`config.mk`:
```
export PLATFORM = sky130hd
export DESIGN_NAME = swbph_cell
export DESIGN_NICKNAME = d
export VERILOG_FILES = /design/src/swbph_pkg.sv /design/src/swbph_cell.sv
export SDC_FILE = /design/constraint.sdc
export NUM_CORES = 1
export LEC_CHECK = 0
export BUFFER_PORTS_ARGS = -buffer_cell sky130_fd_sc_hd__buf_2
export CAP_MARGIN = 30
export CORE_AREA = 2 2 39 41
export CTS_CLUSTER_SIZE = 12
export DETAILED_ROUTE_END_ITERATION = 16
export DIE_AREA = 0 0 41 43
export PLACE_DENSITY = 0.75
export SLEW_MARGIN = 5
export SYNTH_ARGS = -nofsm -noshare
export SYNTH_HDL_FRONTEND = slang
export SYNTH_SLANG_ARGS = --single-unit
```
`constraint.sdc`:
```
create_clock -name clk -period 1.6 [get_ports clk]
set_input_delay 0.24 -clock clk [delete_from_list [all_inputs] [get_ports clk]]
set_output_delay 0.24 -clock clk [all_outputs]
set_load 0.02 [all_outputs]
```
`src/swbph_pkg.sv`:
```
// shared types and constants of the sliding window bin pattern histogram
package swbph_pkg;

  localparam int CFG_BITS       = 24;
  localparam int WIDTH_BITS     = 8;
  localparam int WSUM_BITS      = 10;
  localparam int TICK_BITS      = 11;
  localparam int PATTERN_BITS   = 6;
  localparam int OUT_COUNT_BITS = 32;
  localparam int GROUP_SIZE     = 32;
  localparam int APB_DATA_BITS  = 32;
  localparam int APB_ADDR_BITS  = 3;

  localparam logic [TICK_BITS-1:0] TICKS_MAX        = '1;
  localparam logic [CFG_BITS-1:0]  BIN_WIDTHS_RESET = 24'h010101;

  // register index, taken from paddr bit 2
  localparam logic REG_BIN_WIDTHS = 1'b0;

  // one tick moving down the pattern pipeline
  typedef struct packed {
    logic                    vld;
    logic                    cnt;
    logic                    last;
    logic [PATTERN_BITS-1:0] pat;
  } item_t;

endpackage

```
`src/swbph_cell.sv`:
```
// one history cell: holds a tick of both trains and flags the bin it falls into
module swbph_cell #(
  parameter int NUM_BINS = 3,
  parameter int AGE      = 0
) (
  input  logic                                            clk,
  input  logic                                            rst_n,
  input  logic                                            shift_en,
  input  logic                                            clear,
  input  logic                                            y_in,
  input  logic                                            x_in,
  input  logic [NUM_BINS-1:0][swbph_pkg::WSUM_BITS-1:0]  lo,
  input  logic [NUM_BINS-1:0][swbph_pkg::WSUM_BITS-1:0]  hi,
  output logic                                            y_out,
  output logic                                            x_out,
  output logic [NUM_BINS-1:0]                             y_hit,
  output logic [NUM_BINS-1:0]                             x_hit
);

  localparam logic [swbph_pkg::WSUM_BITS-1:0] AGE_V = swbph_pkg::WSUM_BITS'(AGE);

  logic y_r;
  logic x_r;

  always_ff @(posedge clk) begin
    if (!rst_n) begin
      y_r <= 1'b0;
      x_r <= 1'b0;
    end else if (clear) begin
      y_r <= 1'b0;
      x_r <= 1'b0;
    end else if (shift_en) begin
      y_r <= y_in;
      x_r <= x_in;
    end
  end

  assign y_out = y_r;
  assign x_out = x_r;

  always_comb begin
    for (int j = 0; j < NUM_BINS; j++) begin
      y_hit[j] = y_r && (AGE_V >= lo[j]) && (AGE_V <= hi[j]);
      x_hit[j] = x_r && (AGE_V >= lo[j]) && (AGE_V <= hi[j]);
    end
  end

endmodule

```
# == After elaboration in Yosys (flattened, before gate mapping) ==
# Index checks and enable logic that the tools add are counted.
# op_classes
n_lt_le_gt_ge,6
n_bitwise,1
n_reduce_logical,13
# ops
op,n
"greater-or-equal comparator 1 x 10 -> 1 bit, first input constant",3
"less-or-equal comparator 1 x 10 -> 1 bit, first input constant",3
logical AND 1 bit,12
OR reduction 2 bit,1
NOT 1 bit,1
# totals
reg_bits,2
in_bits,66
out_inout_bits,8
wordCells,22

# == Logic depth before layout (Yosys ltp) ==
# Gate-level depths: netlist (run 1).
# logic_depth
word_depth,3
ltp_mapped,2

# == Worst setup path before layout (run 1) ==
# No wires, ideal clock.
# synth_timing
path_type,input-to-output
from,input lo[3] (netlist name)
to,output x_hit[0]
t_arrival_ps,1456
required_ps,1360
slack_ps,-96
cell_stages,2
path_buffers,0
path_cell_list,or4_4 > nor4_1
# synth_between
elab_chain_cells,3
# synth_rtl
item,line_no,source
start: declaration,swbph_cell.sv:12,"input logic [NUM_BINS-1:0][swbph_pkg::WSUM_BITS-1:0] lo,"
greater-or-equal comparator 1 x 10 -> 1 bit,swbph_cell.sv:44,x_hit[j] = x_r && (AGE_V >= lo[j]) && (AGE_V <= hi[j]);
logical AND 1 bit (2 in a row),swbph_cell.sv:44,
end: declaration,swbph_cell.sv:17,output logic [NUM_BINS-1:0] x_hit
# No other way between the ends.

# == Worst setup path after layout (run 1) ==
# Ends and elaborated chain as after synthesis.

==> results of run 1 <==
## per-stage QoR
stage | hold WS, ps | std cells | util [%] | setup WS [ps] | area (sq um)
CTS | 264 | 86 | 32.6 | 43.1 | 452
global route | 296 | 86 | 34.0 | -1.38 | 470
floorplan | 387 | 24 | - | -96.1 | 194
finish | 267 | 86 | 34.0 | 42.6 | 470
global placement | 484 | 83 | 31.0 | 65.5 | 429
detailed placement | 503 | 83 | 31.0 | 43.1 | 429
## cells by family after synthesis
logic type	synth area share (%)
flops	20.6
mux	10.3
simple gates	65.2
buf+inv	3.87
## sequential cells by signal, indices dropped and copies added, names as in the netlist
register  count
y_out         1
x_out         1
## worst max-delay path: cells and delay by family
kind | cells | cell delay [ps]
buffers and inverters | 2 | 310
and+or+nand+nor | 2 | 760
## what timing repair did
item,in CTS,in global routing
buffers inserted,0,0
hold endpoints to repair,0,0
endpoints found under the setup margin,0,3
resized for setup,0,3
## layout make-up
type                    count  share of cell area, %
well taps                  16                   4.26
inverters                   2                   1.60
flip-flops and latches      2                   8.51
multi-input cells          20                   35.1
repair buffers             43                   45.7
clock buffers               3                   4.79
## per-layer routing
layer | part of all wire (%) | track usage [%]
met5 | 0 | 0
met4 | 0 | 12.0
met3 | 8.0 | 0.524
met2 | 56 | 16.9
met1 | 36 | 11.4
## report_power, final
| group | total (mW) | switching (mW) | internal (mW) | leakage [nW] |
|---|---|---|---|---|
| clock | 0.112 | 0.0293 | 0.0828 | 0.0138 |
| combinational | 0.0636 | 0.0231 | 0.0405 | 0.218 |
| sequential | 0.0530 | 0.00109 | 0.0519 | 0.0163 |
## placed cells by master, fill, tap and decap left out
| cell type | netlist | layout |
|---|---|---|
| buf_2 | 0 | 43 |
| clkbuf_4 | 0 | 3 |
| dfxtp_1 | 2 | 2 |
| inv_1 | 2 | 2 |
| mux2i_1 | 2 | 2 |
| nand2b_1 | 1 | 1 |
| nor2_1 | 2 | 2 |
| nor4_1 | 6 | 3 |
| nor4_2 | 0 | 3 |
| or2_2 | 3 | 3 |
| or4_1 | 3 | 3 |
| or4_4 | 3 | 3 |
## worst paths after layout
kind                                    startpoint                  to  slack [ps]  cells after the start
worst max register to register  y_out$_SDFFE_PP0P_  y_out$_SDFFE_PP0P_         990                      2
worst min register to register  x_out$_SDFFE_PP0P_  x_out$_SDFFE_PP0P_         530                      2
worst min-delay path                          x_in  x_out$_SDFFE_PP0P_         270                      3
worst max-delay path                         lo[3]            x_hit[0]          40                      4
==> results.py, run 1 <==
metrics = {
    "status": {
        "status": "complete, no violations",
    },
    "cells_and_area": {
        "antenna_cells": 0,
        "area_delta_synth_final_pct": 143,
        "drive_gt1_share_pct": 78.6,
        "fillCellCount": 160,
        "multiInputGateArea_sq_um": 165,
        "fin_nets": 138,
        "seqCellArea_sq_um": 40.0,
    },
    "detailed_routing": {
        "vias_per_cell": 4.35,
        "first_iter_violations": 7,
        "antenna_left": 0,
        "via_count": 374,
        "first_pass_iters": 3,
        "drc_errors": 0,
        "wl_per_cell_um": 10.6,
        "wl_um": 909,
    },
    "floorplan": {
        "die_x_um": 41,
        "die_y_um": 43,
        "ioPinCount": 74,
        "dieArea_sq_um": 1760,
        "num_rows": 14,
        "coreArea_sq_um": 1380,
        "start_util_pct": 14.0,
    },
    "worst_setup_path": {
        "worstPathArrival_ps": 1320,
        "path_cells": "buf_2, or4_4, nor4_1, buf_2",
        "cp-end-kind": "output port",
        "slowest_stage": "or4_4",
        "worstSetupPathType": "primary input to output port",
        "max_stage_delay_ps": 530,
        "cp_common_cell": "buf_2",
        "crit_required_ps": 1360,
        "start_kind": "primary input",
        "cp_max_fo": 2,
    },
    "synth": {
        "yosys.area.top_type": "dfxtp_1",
        "syn_area_sq_um": 194,
        "netlist.area_leader.share_pct": 20.6,
        "yosys.cell_types.count": 9,
        "synth_flop_cell": "dfxtp_1",
        "netlist_instances": 24,
        "synth_edf_count": 0,
        "async_flop_share_pct": 0,
        "synthTopCellsByCount": "nor4_1 (6), or2_2 (3), or4_1 (3), or4_4 (3)",
        "ys_ff_latch": 2,
        "yosysSeqAreaShare_pct": 20.6,
        "yosysMostFrequentCell": "nor4_1",
        "synthesis.nets": 90,
        "synthTopCellsByArea": "dfxtp_1 (21%), nor4_1 (19%), or4_4 (17%)",
        "ys_warn_count": 0,
        "syn_avg_cell_area_sq_um": 8.08,
    },
    "cts": {
        "clk_pin_slew_ps": 30,
        "cts_tree": "done",
        "cts_sinks": 2,
        "htreeDepth": 1,
        "clock_latency_ps": 220,
        "cts_buffers": 3,
        "clockBufferDepth": 2,
        "cts.root.buffer_cell": "clkbuf_4",
        "cts_hold_buf": 0,
    },
    "grt": {
        "grt_remaining_overflow": 0,
        "grt_pass1_vias": 327,
        "grtUsageTotal_pct": 10.9,
        "grt_max_degree": 4,
        "antenna_found_initial": 0,
        "grt_pass1_wl_mm": 1.25,
    },
    "sta": {
        "min_period_ps": 1560,
        "hold_viol_final": 0,
        "max_slew_margin_pct": 85.3,
        "finClkSkew_ps": 0,
        "setup_viol": 0,
        "worstMarginPinSlew_ps": 218,
        "fin_crit_sh_pct": 97.3,
        "fmax_mhz": 642,
        "fin_setup_tns_ps": 0,
        "drv_slew": 0,
    },
    "placed_design": {
        "gp_congestion": 0.609,
        "io_buffers": 43,
        "hpwl_um": 777,
    },
    "power": {
        "power.density_nw_per_um2": 486,
        "power_mw": 0.229,
        "irDropWorstVdd_uv": 140,
        "p_leak_nw": 0.248,
    },
    "job": {
        "cap_violations": 0,
    },
    "min_path": {
        "hp-class": "primary input to flop",
    },
}
No activity file was read; power rests on OpenSTA's default activity.
==> run 2, diff against run 1 <==
--- a/config.mk
+++ b/config.mk
@@ -16,3 +16,4 @@
 export SYNTH_ARGS = -nofsm -noshare
 export SYNTH_HDL_FRONTEND = slang
 export SYNTH_SLANG_ARGS = --single-unit
+export TNS_END_PERCENT = 50
==> constraint.sdc (replaced) <==
create_clock -name clk -period 1.8 [get_ports clk]
set_input_delay 0.27 -clock clk [delete_from_list [all_inputs] [get_ports clk]]
set_output_delay 0.27 -clock clk [all_outputs]
set_load 0.02 [all_outputs]
==> run 2 against run 1 <==
  * Global-route usage did not move
  * Via count fell by 2.1%
  * Die area did not move
  * Largest cell class unchanged
  * Largest power group unchanged
  * Sequential power fell by 11%
  * Clock power fell by 11%
  * Sequential cell count did not move
  * Routed wire length fell by 3.5%
  * Combinational power fell by 14%
==> results.py, run 2 (same netlist as run 1, synthesis figures left out) <==
metrics = {
    "cells_and_area": {
        "final_common_cell": "buf_2",
        "multiInputGateArea_sq_um": 146,
        "antenna_cells": 0,
        "area_delta_synth_final_pct": 133,
        "drive_gt1_share_pct": 74.3,
        "fin_nets": 138,
        "fillCellCount": 158,
        "final_cell_mix": "buf_2 (43), nor4_1 (6)",
        "seqCellArea_sq_um": 40.0,
    },
    "cts": {
        "clockBufferDepth": 2,
        "cts.root.buffer_cell": "clkbuf_4",
        "post_cts_resized": 0,
        "clock_latency_ps": 220,
        "cts_sinks": 2,
        "clk_pin_slew_ps": 30,
        "htreeDepth": 1,
        "cts_hold_buf": 0,
        "cts_tree": "done",
        "cts_setup_buffers": 0,
        "cts_buffers": 3,
    },
    "sta": {
        "setup_viol": 0,
        "drv_slew": 0,
        "max_slew_margin_pct": 84.9,
        "fin_crit_sh_pct": 89.8,
        "rsz0062_at_grt": "false",
        "postLayoutSetupSlackWorst_ps": 183,
        "min_period_ps": 1620,
        "worstMarginPinSlew_ps": 225,
        "finClkSkew_ps": 0,
        "hold_viol_final": 0,
        "fin_setup_tns_ps": 0,
        "fmax_mhz": 618,
    },
    "detailed_routing": {
        "wl_um": 877,
        "via_count": 366,
        "first_iter_violations": 5,
        "antenna_left": 0,
        "first_pass_iters": 2,
        "drc_errors": 0,
        "vias_per_cell": 4.26,
        "wl_per_cell_um": 10.2,
    },
    "floorplan": {
        "num_rows": 14,
        "die_y_um": 43,
        "coreArea_sq_um": 1380,
        "die_x_um": 41,
        "start_util_pct": 14.0,
        "ioPinCount": 74,
        "dieArea_sq_um": 1760,
    },
    "power": {
        "clkPwrFrac_pct": 49.5,
        "pwr-share-seq_pct": 23.4,
        "p_leak_nw": 0.248,
        "swShare_pct": 22.7,
        "p_int_mw": 0.156,
        "netSwitchingPower_mw": 0.0458,
        "power.density_nw_per_um2": 446,
        "irDropWorstVdd_uv": 123,
        "pwr-share-comb_pct": 27.1,
    },
    "worst_setup_path": {
        "max_stage_delay_ps": 530,
        "worstSetupPathType": "primary input to output port",
        "cp_common_cell": "buf_2",
        "cp-end-kind": "output port",
        "path_buf_inv": 2,
        "crit_required_ps": 1530,
        "start_kind": "primary input",
        "worstPathArrival_ps": 1350,
        "path_cells": "buf_2, or4_4, nor4_1, buf_2",
        "critPathTopFamily": "simple AND/OR/NAND/NOR gates",
        "cp_max_fo": 2,
        "slowest_stage": "or4_4",
    },
    "placed_design": {
        "hpwl_um": 777,
        "gp_congestion": 0.609,
        "place_ws_ps": 183,
        "io_buffers": 43,
    },
    "grt": {
        "grtUsageTotal_pct": 10.9,
        "grt_pass1_wl_mm": 1.25,
        "antenna_found_initial": 0,
        "grt_max_degree": 4,
        "grt_remaining_overflow": 0,
        "grt_pass1_vias": 327,
    },
    "job": {
        "cap_violations": 0,
    },
    "status": {
        "status": "complete, no violations",
    },
    "min_path": {
        "hp-class": "primary input to flop",
    },
}
==> run 2: final cells by class <==
type	instances	area share, %
Inverter	2	1.66
Clock buffer	3	4.99
Multi-Input combinational cell	20	32.4
Sequential cell	2	8.86
Tap cell	16	4.43
Timing Repair Buffer	43	47.6
==> run 2: final timing paths <==
path	slack, ps	endpoint	start	cells after the start
max	180	x_hit[0]	lo[3]	4
min	300	x_out$_SDFFE_PP0P_	x_in	3
max reg2reg	1200	y_out$_SDFFE_PP0P_	y_out$_SDFFE_PP0P_	2
min reg2reg	520	y_out$_SDFFE_PP0P_	y_out$_SDFFE_PP0P_	2
==> run 2: routing by layer <==
layer	vias up	track usage, %	part of all wire, %
met5	-	0	0
met4	0	12.0	0
met3	0	0.524	8.3
met2	19	16.9	58
met1	158	11.4	34
li1	189	-	-
==> run 2: per-stage QoR <==
step                cell area (sq um)  cells  hold WS [ps]  power (mW)  util (%)
floorplan                         194     24           417      0.0632         -
global placement                  429     83           499       0.100      31.0
detailed placement                429     83           528       0.103      31.0
CTS                               452     86           294       0.210      32.6
global route                      452     86           326       0.214      32.6
finish                            452     86           298       0.201      32.6
==> run 2: power by group through the flow <==
stage / logic [mW] / registers [mW] / clock network (mW)
after global placement: 0.0528 / 0.0475 / 0
after detailed placement: 0.0552 / 0.0477 / 0
final: 0.0545 / 0.0471 / 0.0996
after global routing: 0.0612 / 0.0472 / 0.105
after CTS: 0.0553 / 0.0471 / 0.108
after floorplan: 0.0138 / 0.0495 / 0
==> run 2: tightest hold or removal path, stage by stage <==
cell	delay (ps)
buf_2	80
mux2i_1	60
nor2_1	80
