## config.mk

```make
export PLATFORM = sky130hd
export DESIGN_NAME = swbph_hist
export DESIGN_NICKNAME = d
export VERILOG_FILES = /design/src/swbph_pkg.sv /design/src/swbph_ram.sv /design/src/swbph_hist.sv
export SDC_FILE = /design/constraint.sdc
export NUM_CORES = 2
export LEC_CHECK = 0
export BUFFER_PORTS_ARGS = -buffer_cell sky130_fd_sc_hd__buf_2
export CAP_MARGIN = 10
export CORE_UTILIZATION = 45
export CTS_CLUSTER_SIZE = 40
export DETAILED_ROUTE_END_ITERATION = 7
export GPL_TIMING_DRIVEN = 0
export SYNTH_ARGS = -nofsm -noshare
export SYNTH_HDL_FRONTEND = slang
export SYNTH_SLANG_ARGS = --single-unit
```

## constraint.sdc

```tcl
create_clock -name clk -period 11.7 [get_ports clk]
set_input_delay 2.34 -clock clk [delete_from_list [all_inputs] [get_ports clk]]
set_output_delay 2.34 -clock clk [all_outputs]
set_load 0.05 [all_outputs]
```

## src/swbph_pkg.sv

```systemverilog
// shared types and constants of the sliding window bin pattern histogram
package swbph_pkg;

  localparam int CFG_BITS       = 24;
  localparam int WIDTH_BITS     = 8;
  localparam int WSUM_BITS      = 10;
  localparam int TICK_BITS      = 11;
  localparam int PATTERN_BITS   = 6;
  localparam int OUT_COUNT_BITS = 32;
  localparam int GROUP_SIZE     = 32;
  localparam int APB_DATA_BITS  = 32;
  localparam int APB_ADDR_BITS  = 3;

  localparam logic [TICK_BITS-1:0] TICKS_MAX        = '1;
  localparam logic [CFG_BITS-1:0]  BIN_WIDTHS_RESET = 24'h010101;

  // register index, taken from paddr bit 2
  localparam logic REG_BIN_WIDTHS = 1'b0;

  // one tick moving down the pattern pipeline
  typedef struct packed {
    logic                    vld;
    logic                    cnt;
    logic                    last;
    logic [PATTERN_BITS-1:0] pat;
  } item_t;

endpackage

```

## src/swbph_ram.sv

```systemverilog
// generic single write port, single read port ram with registered read
module swbph_ram #(
  parameter  int WIDTH     = 32,
  parameter  int DEPTH     = 64,
  localparam int ADDR_BITS = (DEPTH > 1) ? $clog2(DEPTH) : 1
) (
  input  logic                 clk,
  input  logic                 we,
  input  logic [ADDR_BITS-1:0] waddr,
  input  logic [WIDTH-1:0]     wdata,
  input  logic [ADDR_BITS-1:0] raddr,
  output logic [WIDTH-1:0]     rdata
);

  logic [WIDTH-1:0] mem_r [DEPTH];
  logic [WIDTH-1:0] rdata_r;

  always_ff @(posedge clk) begin
    if (we) begin
      mem_r[waddr] <= wdata;
    end
    rdata_r <= mem_r[raddr];
  end

  assign rdata = rdata_r;

endmodule

```

## src/swbph_hist.sv

```systemverilog
// pattern count store: read-modify-write per window and the readout run
module swbph_hist #(
  parameter int NUM_BINS   = 3,
  parameter int COUNT_BITS = 32
) (
  input  logic                                  clk,
  input  logic                                  rst_n,
  input  swbph_pkg::item_t                      a_item,
  output logic                                  drain_done,
  input  logic                                  out_ready,
  output logic                                  out_valid,
  output logic [swbph_pkg::PATTERN_BITS-1:0]    out_pattern,
  output logic [swbph_pkg::OUT_COUNT_BITS-1:0]  out_window_count,
  output logic                                  out_last
);

  localparam int PAT_W   = 2 * NUM_BINS;
  localparam int NUM_PAT = 1 << PAT_W;
  localparam logic [COUNT_BITS-1:0] COUNT_MAX = '1;
  localparam logic [PAT_W-1:0]      LAST_PAT  = PAT_W'(NUM_PAT - 1);

  typedef struct packed {
    logic [swbph_pkg::PATTERN_BITS-1:0]   pattern;
    logic [swbph_pkg::OUT_COUNT_BITS-1:0] count;
    logic                                 last;
  } result_t;

  swbph_pkg::item_t b_r;

  logic                  we;
  logic [PAT_W-1:0]      waddr;
  logic [PAT_W-1:0]      raddr;
  logic [COUNT_BITS-1:0] rdata;
  logic [COUNT_BITS-1:0] old_cnt;
  logic [COUNT_BITS-1:0] new_cnt;

  logic                  fwd_vld_r;
  logic [PAT_W-1:0]      fwd_addr_r;
  logic [COUNT_BITS-1:0] fwd_data_r;

  logic [NUM_PAT-1:0]    vbit_r;
  logic                  draining_r;
  logic [PAT_W-1:0]      rd_idx_r;
  logic                  issue;

  logic                  pend_r;
  logic [PAT_W-1:0]      pend_idx_r;
  logic                  pend_vb_r;
  logic [COUNT_BITS-1:0] pend_cnt;
  logic [swbph_pkg::OUT_COUNT_BITS-1:0] pend_sat;
  result_t               pend_res;

  logic                  out_vld_r, out_vld_nxt;
  logic                  skid_vld_r, skid_vld_nxt;
  result_t               out_res_r, out_res_nxt;
  result_t               skid_res_r, skid_res_nxt;
  logic [1:0]            occ;
  logic                  take;

  // window update side
  assign waddr = b_r.pat[PAT_W-1:0];
  assign we    = b_r.vld && b_r.cnt;
  assign raddr = draining_r ? rd_idx_r : a_item.pat[PAT_W-1:0];

  swbph_ram #(
    .WIDTH (COUNT_BITS),
    .DEPTH (NUM_PAT)
  ) u_ram (
    .clk   (clk),
    .we    (we),
    .waddr (waddr),
    .wdata (new_cnt),
    .raddr (raddr),
    .rdata (rdata)
  );

  // the write of the previous cycle is not yet visible in the read data
  always_comb begin
    if (fwd_vld_r && (fwd_addr_r == waddr)) begin
      old_cnt = fwd_data_r;
    end else if (vbit_r[waddr]) begin
      old_cnt = rdata;
    end else begin
      old_cnt = '0;
    end
    new_cnt = (old_cnt == COUNT_MAX) ? old_cnt : old_cnt + 1'b1;
  end

  // readout side
  assign occ  = {1'b0, out_vld_r} + {1'b0, skid_vld_r} + {1'b0, pend_r};
  assign take = out_vld_r && out_ready;
  assign issue = draining_r && ((occ - {1'b0, take}) <= 2'd1);
  assign drain_done = issue && (rd_idx_r == LAST_PAT);

  assign pend_cnt = pend_vb_r ? rdata : '0;

  generate
    if (COUNT_BITS > swbph_pkg::OUT_COUNT_BITS) begin : g_sat
      assign pend_sat = (|pend_cnt[COUNT_BITS-1:swbph_pkg::OUT_COUNT_BITS]) ? '1 :
                        pend_cnt[swbph_pkg::OUT_COUNT_BITS-1:0];
    end else begin : g_ext
      assign pend_sat = swbph_pkg::OUT_COUNT_BITS'(pend_cnt);
    end
  endgenerate

  always_comb begin
    pend_res.pattern = swbph_pkg::PATTERN_BITS'(pend_idx_r);
    pend_res.count   = pend_sat;
    pend_res.last    = (pend_idx_r == LAST_PAT);
  end

  // output register plus one skid entry
  always_comb begin
    out_vld_nxt  = out_vld_r;
    out_res_nxt  = out_res_r;
    skid_vld_nxt = skid_vld_r;
    skid_res_nxt = skid_res_r;
    if (!out_vld_r || take) begin
      if (skid_vld_r) begin
        out_vld_nxt  = 1'b1;
        out_res_nxt  = skid_res_r;
        skid_vld_nxt = pend_r;
        skid_res_nxt = pend_res;
      end else if (pend_r) begin
        out_vld_nxt = 1'b1;
        out_res_nxt = pend_res;
      end else begin
        out_vld_nxt = 1'b0;
      end
    end else if (pend_r) begin
      skid_vld_nxt = 1'b1;
      skid_res_nxt = pend_res;
    end
  end

  always_ff @(posedge clk) begin
    if (!rst_n) begin
      b_r        <= '0;
      fwd_vld_r  <= 1'b0;
      vbit_r     <= '0;
      draining_r <= 1'b0;
      rd_idx_r   <= '0;
      pend_r     <= 1'b0;
      out_vld_r  <= 1'b0;
      skid_vld_r <= 1'b0;
    end else begin
      b_r        <= a_item;
      fwd_vld_r  <= we;
      out_vld_r  <= out_vld_nxt;
      skid_vld_r <= skid_vld_nxt;
      pend_r     <= issue;
      if (we) begin
        vbit_r[waddr] <= 1'b1;
      end
      if (issue) begin
        vbit_r[rd_idx_r] <= 1'b0;
        rd_idx_r         <= rd_idx_r + 1'b1;
      end
      // last tick written back: start the readout run
      if (b_r.vld && b_r.last) begin
        draining_r <= 1'b1;
      end else if (drain_done) begin
        draining_r <= 1'b0;
      end
    end
  end

  always_ff @(posedge clk) begin
    fwd_addr_r <= waddr;
    fwd_data_r <= new_cnt;
    pend_idx_r <= rd_idx_r;
    pend_vb_r  <= vbit_r[rd_idx_r];
    out_res_r  <= out_res_nxt;
    skid_res_r <= skid_res_nxt;
  end

  assign out_valid        = out_vld_r;
  assign out_pattern      = out_res_r.pattern;
  assign out_window_count = out_res_r.count;
  assign out_last         = out_res_r.last;

endmodule

```

Word level (Yosys, flattened, before mapping) --
Memories as Yosys holds them, arrays and structs flattened. A register that Yosys moved wholly into a read port is not among the register bits. Index checks and enable logic that the tools add are counted.
Word-level totals: register bits after elaboration 207, bits in latches 0, memory bits (writable) 2048, ROM bits 0, word-level logic and storage cells 84, memories kept 1
Cells by class: add/sub/neg operators 5, multiply operators 0, div/mod/pow operators 0, magnitude comparators 5, equal/unequal tests 5, shifts and indexed selects 0, mux-type cells 29, bitwise logic cells 3, reductions and logical operators 15
Memories:
- u_ram.mem_r | words 64, width 32, read ports 1, clocked after Yosys merged registers in 1, wr ports 1, line swbph_ram.sv:15 | logic [WIDTH-1:0] mem_r [DEPTH];
Operators by type and width (count):
- two-way mux 64 bit | 3
- two-way mux 39 bit | 4
- two-way mux 32 bit | 4
- AND 64 bit | 1
- inverter 64 bit | 1
- OR 64 bit | 1
- adder 32 x 1 -> 32 bit, second input constant | 1
- equality test 32 bit, second input constant | 1
- less-than comparator 6 x 7 -> 1 bit, second input constant | 2
- two-way mux 1 bit | 13
- binary-select mux 1 bit (select 6 bit) | 2
- demux 1 bit (select 6 bit) | 2
- equality test 6 bit, second input constant | 2
- greater-or-equal comparator 6 x 1 -> 1 bit, second input constant | 2
- logical AND 1 bit | 8
- adder 6 x 1 -> 6 bit, second input constant | 1
- equality test 6 bit | 1
- two-way mux 6 bit | 1
- nonzero test 2 bit | 3
- AND reduction 2 bit | 2
- adder 1 x 1 -> 2 bit | 1
- adder 2 x 1 -> 2 bit | 1
- less-or-equal comparator 2 x 1 -> 1 bit, second input constant | 1
- inequality test 2 bit, second input constant | 1
- other kinds (3) | 3

Logic depth before layout (Yosys ltp) --
depth after elaboration 9, mapped depth 21, gate-level depth less buffers 13

Cells and area by module --
Synthesis repeated with hierarchy kept, for this count alone.
Unflattened totals: cell total of the unflattened synthesis 4284, area, all modules 88527.4 sq um
By module, submodules not included:
- swbph_ram | instances 1, cells each 3324, area an instance 78515.3 sq um, seq. area each 62139.6 sq um
- swbph_hist | instances 1, cells each 960, area an instance 10012.1 sq um, seq. area each 4924.7 sq um

Worst setup path before layout --
OpenSTA, ideal clock, no wires.
path kind input -> output, start input out_ready, end output drain_done, arrival 4.392 ns, setup slack 4.968 ns, cell stages on the path 12, buffers on the path 2, cells stage by stage and2_1 -> ha_1 -> inv_1 -> ha_1 -> a21oi_1 -> xor2_1 -> and2_1 -> clkbuf_1 -> and2_0 -> clkbuf_1 -> nand3_1 -> inv_1
On the way: word-level cells in the longest chain between the ends 5
RTL lines:
- from (decl) | line swbph_hist.sv:10 | input logic out_ready,
- logical AND 1 bit | line swbph_hist.sv:91 | assign take = out_vld_r && out_ready;
- subtractor 2 x 1 -> 2 bit | line swbph_hist.sv:92 | assign issue = draining_r && ((occ - {1'b0, take}) <= 2'd1);
- less-or-equal comparator 2 x 1 -> 1 bit | line swbph_hist.sv:92
- logical AND 1 bit | line swbph_hist.sv:92
- logical AND 1 bit | line swbph_hist.sv:93 | assign drain_done = issue && (rd_idx_r == LAST_PAT);
- to (decl) | line swbph_hist.sv:9 | output logic drain_done,
Every way passes these cells.

Worst setup path after layout --
Ends and elaborated chain as after synthesis.

==> impl_metrics.ini <==
[sta]
worst_pin_slew_ns = 1.297
fin_setup_tns_ns = 0
period_share = 0.6385
rsz0062_at_grt = false
max_freq_mhz = 133.9
hold_violations = 0
min_period_ns = 7.470
relSlewSlack = 0.1352
finalSetupViolations = 0
setup_ws_ns = 4.230
finClkSkew_ns = 0.03641
drv_slew = 0

[critical_path]
critPathArrivalTime_ns = 5.13
crit_path_end_kind = output pin
slowest_delay_ns = 0.29
slowest_stage = ha_1
crit_fanout = 6
start_kind = input port
cp.required_ns = 9.36
path_cells = buf_2 -> and2_1 -> ha_1 -> inv_1 -> ha_1 -> a21oi_1 -> xor2_1 -> and2_1 -> clkbuf_1 -> and2_0 -> clkbuf_1 -> nand3_1 -> inv_1 -> buf_2
crit_buf_inv = 6
critPathTopFamily = buffers and inverters
path_class = in -> out

[yosys]
synthTopCellsByArea = edfxtp_1 (72%), mux4_2 (13%), dfxtp_1 (3.6%)
synthTopCellsByCount = edfxtp_1 (2,126), mux4_2 (520), nand2_1 (300), and2_1 (185), clkbuf_1 (176)
avgSynthCellArea_um2 = 19.88
synthCells = 4477
yosysSeqAreaShare = 0.7536
netlist-cell-type-count = 84
ys.flop_type = edfxtp_1
async_flop_share = 0
post-synth-top-count-cell = edfxtp_1
yosys.area.top_type = edfxtp_1
syn_area_um2 = 88990
synth_edf_count = 2126
syn-num-nets = 4493
yosys_warnings = 0
synth_top_area_frac = 0.7174
ys_ff_latch = 2287

[die]
die_x_um = 446.7
initial_core_util = 0.4550
io_pins = 53
core_um2 = 195600
design.die.area_um2 = 199500
die_h_um = 446.7
rows = 162

[power]
p_leak_nw = 32.90
power.share.switching = 0.2237
seqPwrFrac = 0.522
powerDensity_nw_per_um2 = 167.3
p_total_mw = 17.34
p_switching_mw = 3.878
ir_drop_uv = 116.6
pwr-share-comb = 0.069
pwr-share-clk = 0.409
p_int_mw = 13.46

[route]
vias = 46960
first_pass_iters = 8
ant_nets = 0
drtIter0Drc = 6153
vias_per_cell = 6.076
totalWireLength_um = 251700
wl_per_cell_um = 32.56
drcViolationCount = 0

[global_routing]
grt_pass1_vias = 46350
grt_start_max_net_pins = 66
grt.total_usage = 0.2542
grt-ovfl-total = 0
grt_pass1_wl_um = 353800
antenna_found_initial = 14

[final_layout]
fin_cells = 7729
fillerInstances = 15130
nNetsFinal = 4929
final_core_util = 0.5297
layout-area-overhead-vs-synth_pct = 16.43
seq_area_um2 = 67060
multi_input_area_um2 = 21510
drive_above_1_share = 0.2640

[clocking]
insertion_delay_ns = 0.86
htreeDepth = 4
cts_inserted_buffers = 219
cts_resized = 0
tritoncts = yes
clkSinkCount = 2287
clk_path_buf_depth = 3
hold_buffers = 0
path_clk_slew_ns = 0.06
post-cts-setup-buffers = 0
cts-root-buf = clkbuf_16

[place]
gp_congestion = 0.9595
place.port_buffers = 51
place_ws_ns = 4.058
dp_cells = 7313
dp_hpwl_um = 176800

[worst_hold_path]
hp-class = reg -> reg

[outcome]
outcome = finished, final reports clean

[job]
maxCapViolCount = 0
==> per-layer routing <==
| metal | global-route usage | up-vias | wire (um) |
|---|---|---|---|
| li1 | - | 19490 | - |
| met1 | 0.3622 | 24920 | 104200 |
| met2 | 0.3839 | 2151 | 114500 |
| met3 | 0.04759 | 403 | 21420 |
| met4 | 0.1109 | 4 | 11490 |
| met5 | 0 | - | 27 |
==> final timing paths <==
| path | depth (start not counted) | start | slack, ns | to |
|---|---|---|---|---|
| worst max register to register | 21 | waddr[0] | 4.34 | u_ram.mem_r[42][27] |
| worst max-delay path | 14 | out_ready | 4.23 | drain_done |
| worst min register to register | 0 | waddr[5] | 0.37 | fwd_addr_r[5] |
| worst min-delay path | 0 | waddr[5] | 0.37 | fwd_addr_r[5] |
==> area by class of cell <==
type | instances | area share
Clock inverter | 140 | 0.01261
Timing Repair Buffer | 215 | 0.03206
Clock buffer | 270 | 0.05627
Buffer | 281 | 0.01208
Inverter | 11 | 0.0003985
Multi-Input combinational cell | 1898 | 0.2076
Antenna cell | 3 | 0.00007245
Sequential cell | 2287 | 0.6472
Tap cell | 2624 | 0.03169
==> logic make-up after synthesis <==
kind of cell / after synthesis / synth area share
compound gates: 549 / 0.04696
xor+xnor: 40 / 0.003937
fa+ha+maj: 4 / 0.0005624
buf+inv: 292 / 0.01440
flops: 2287 / 0.7536
mux: 595 / 0.1407
simple gates: 710 / 0.03984
==> flip-flops by register name (all words and copies together), names as in the netlist, 3 cells and up <==
register / flops
skid_res_r: 39
b_r: 3
pend_idx_r: 6
u_ram.mem_r: 2048
out_pattern: 6
waddr: 6
rd_idx_r: 6
out_window_count: 32
fwd_data_r: 32
u_ram.rdata: 32
fwd_addr_r: 6
vbit_r: 64
==> stage by stage <==
step | hold WS [ns] | area [um2]
3_3_place_gp | 0.3579 | 92530
5_1_grt | 0.3670 | 103600
6_report | 0.3657 | 103600
4_1_cts | 0.3648 | 103600
2_1_floorplan | 0.3423 | 88990
3_5_place_dp | 0.3566 | 96420
==> cells in the final DEF, fill, tap and decap left out, drive strengths merged, types with 27 or more instances in the layout <==
cell type,instances
edfxtp,2126
mux4,520
clkbuf,446
buf,320
nand2,300
and2,186
a211oi,166
dfxtp,161
clkinv,102
nor2,94
a21oi,86
a31oi,79
a311oi,66
o221a,64
mux2,48
nand3,28
xnor2,28
a22oi,27
mux2i,27
==> power by group through the flow <==
stage	Combinational (mW)	Sequential [mW]	Clock, mW
4_1_cts	1.19	9.04	7.19
6_report	1.20	9.05	7.09
3_5_place_dp	1.19	9.22	0
5_1_grt	1.25	9.04	7.48
3_3_place_gp	1.08	9.27	0
2_1_floorplan	0.614	9.23	0
==> worst reg2reg max path: cells and delay by family (launching register included) <==
kind,cells,cell delay [ns]
buffers and inverters,8,2.70
xor gates and xnor gates,1,0.72
AOI/OAI and AO/OA,7,1.95
and+or+nand+nor,4,0.99
DFF,1,0.66
adders and majority gates,1,0.18
(Power assumes the default switching activity.)
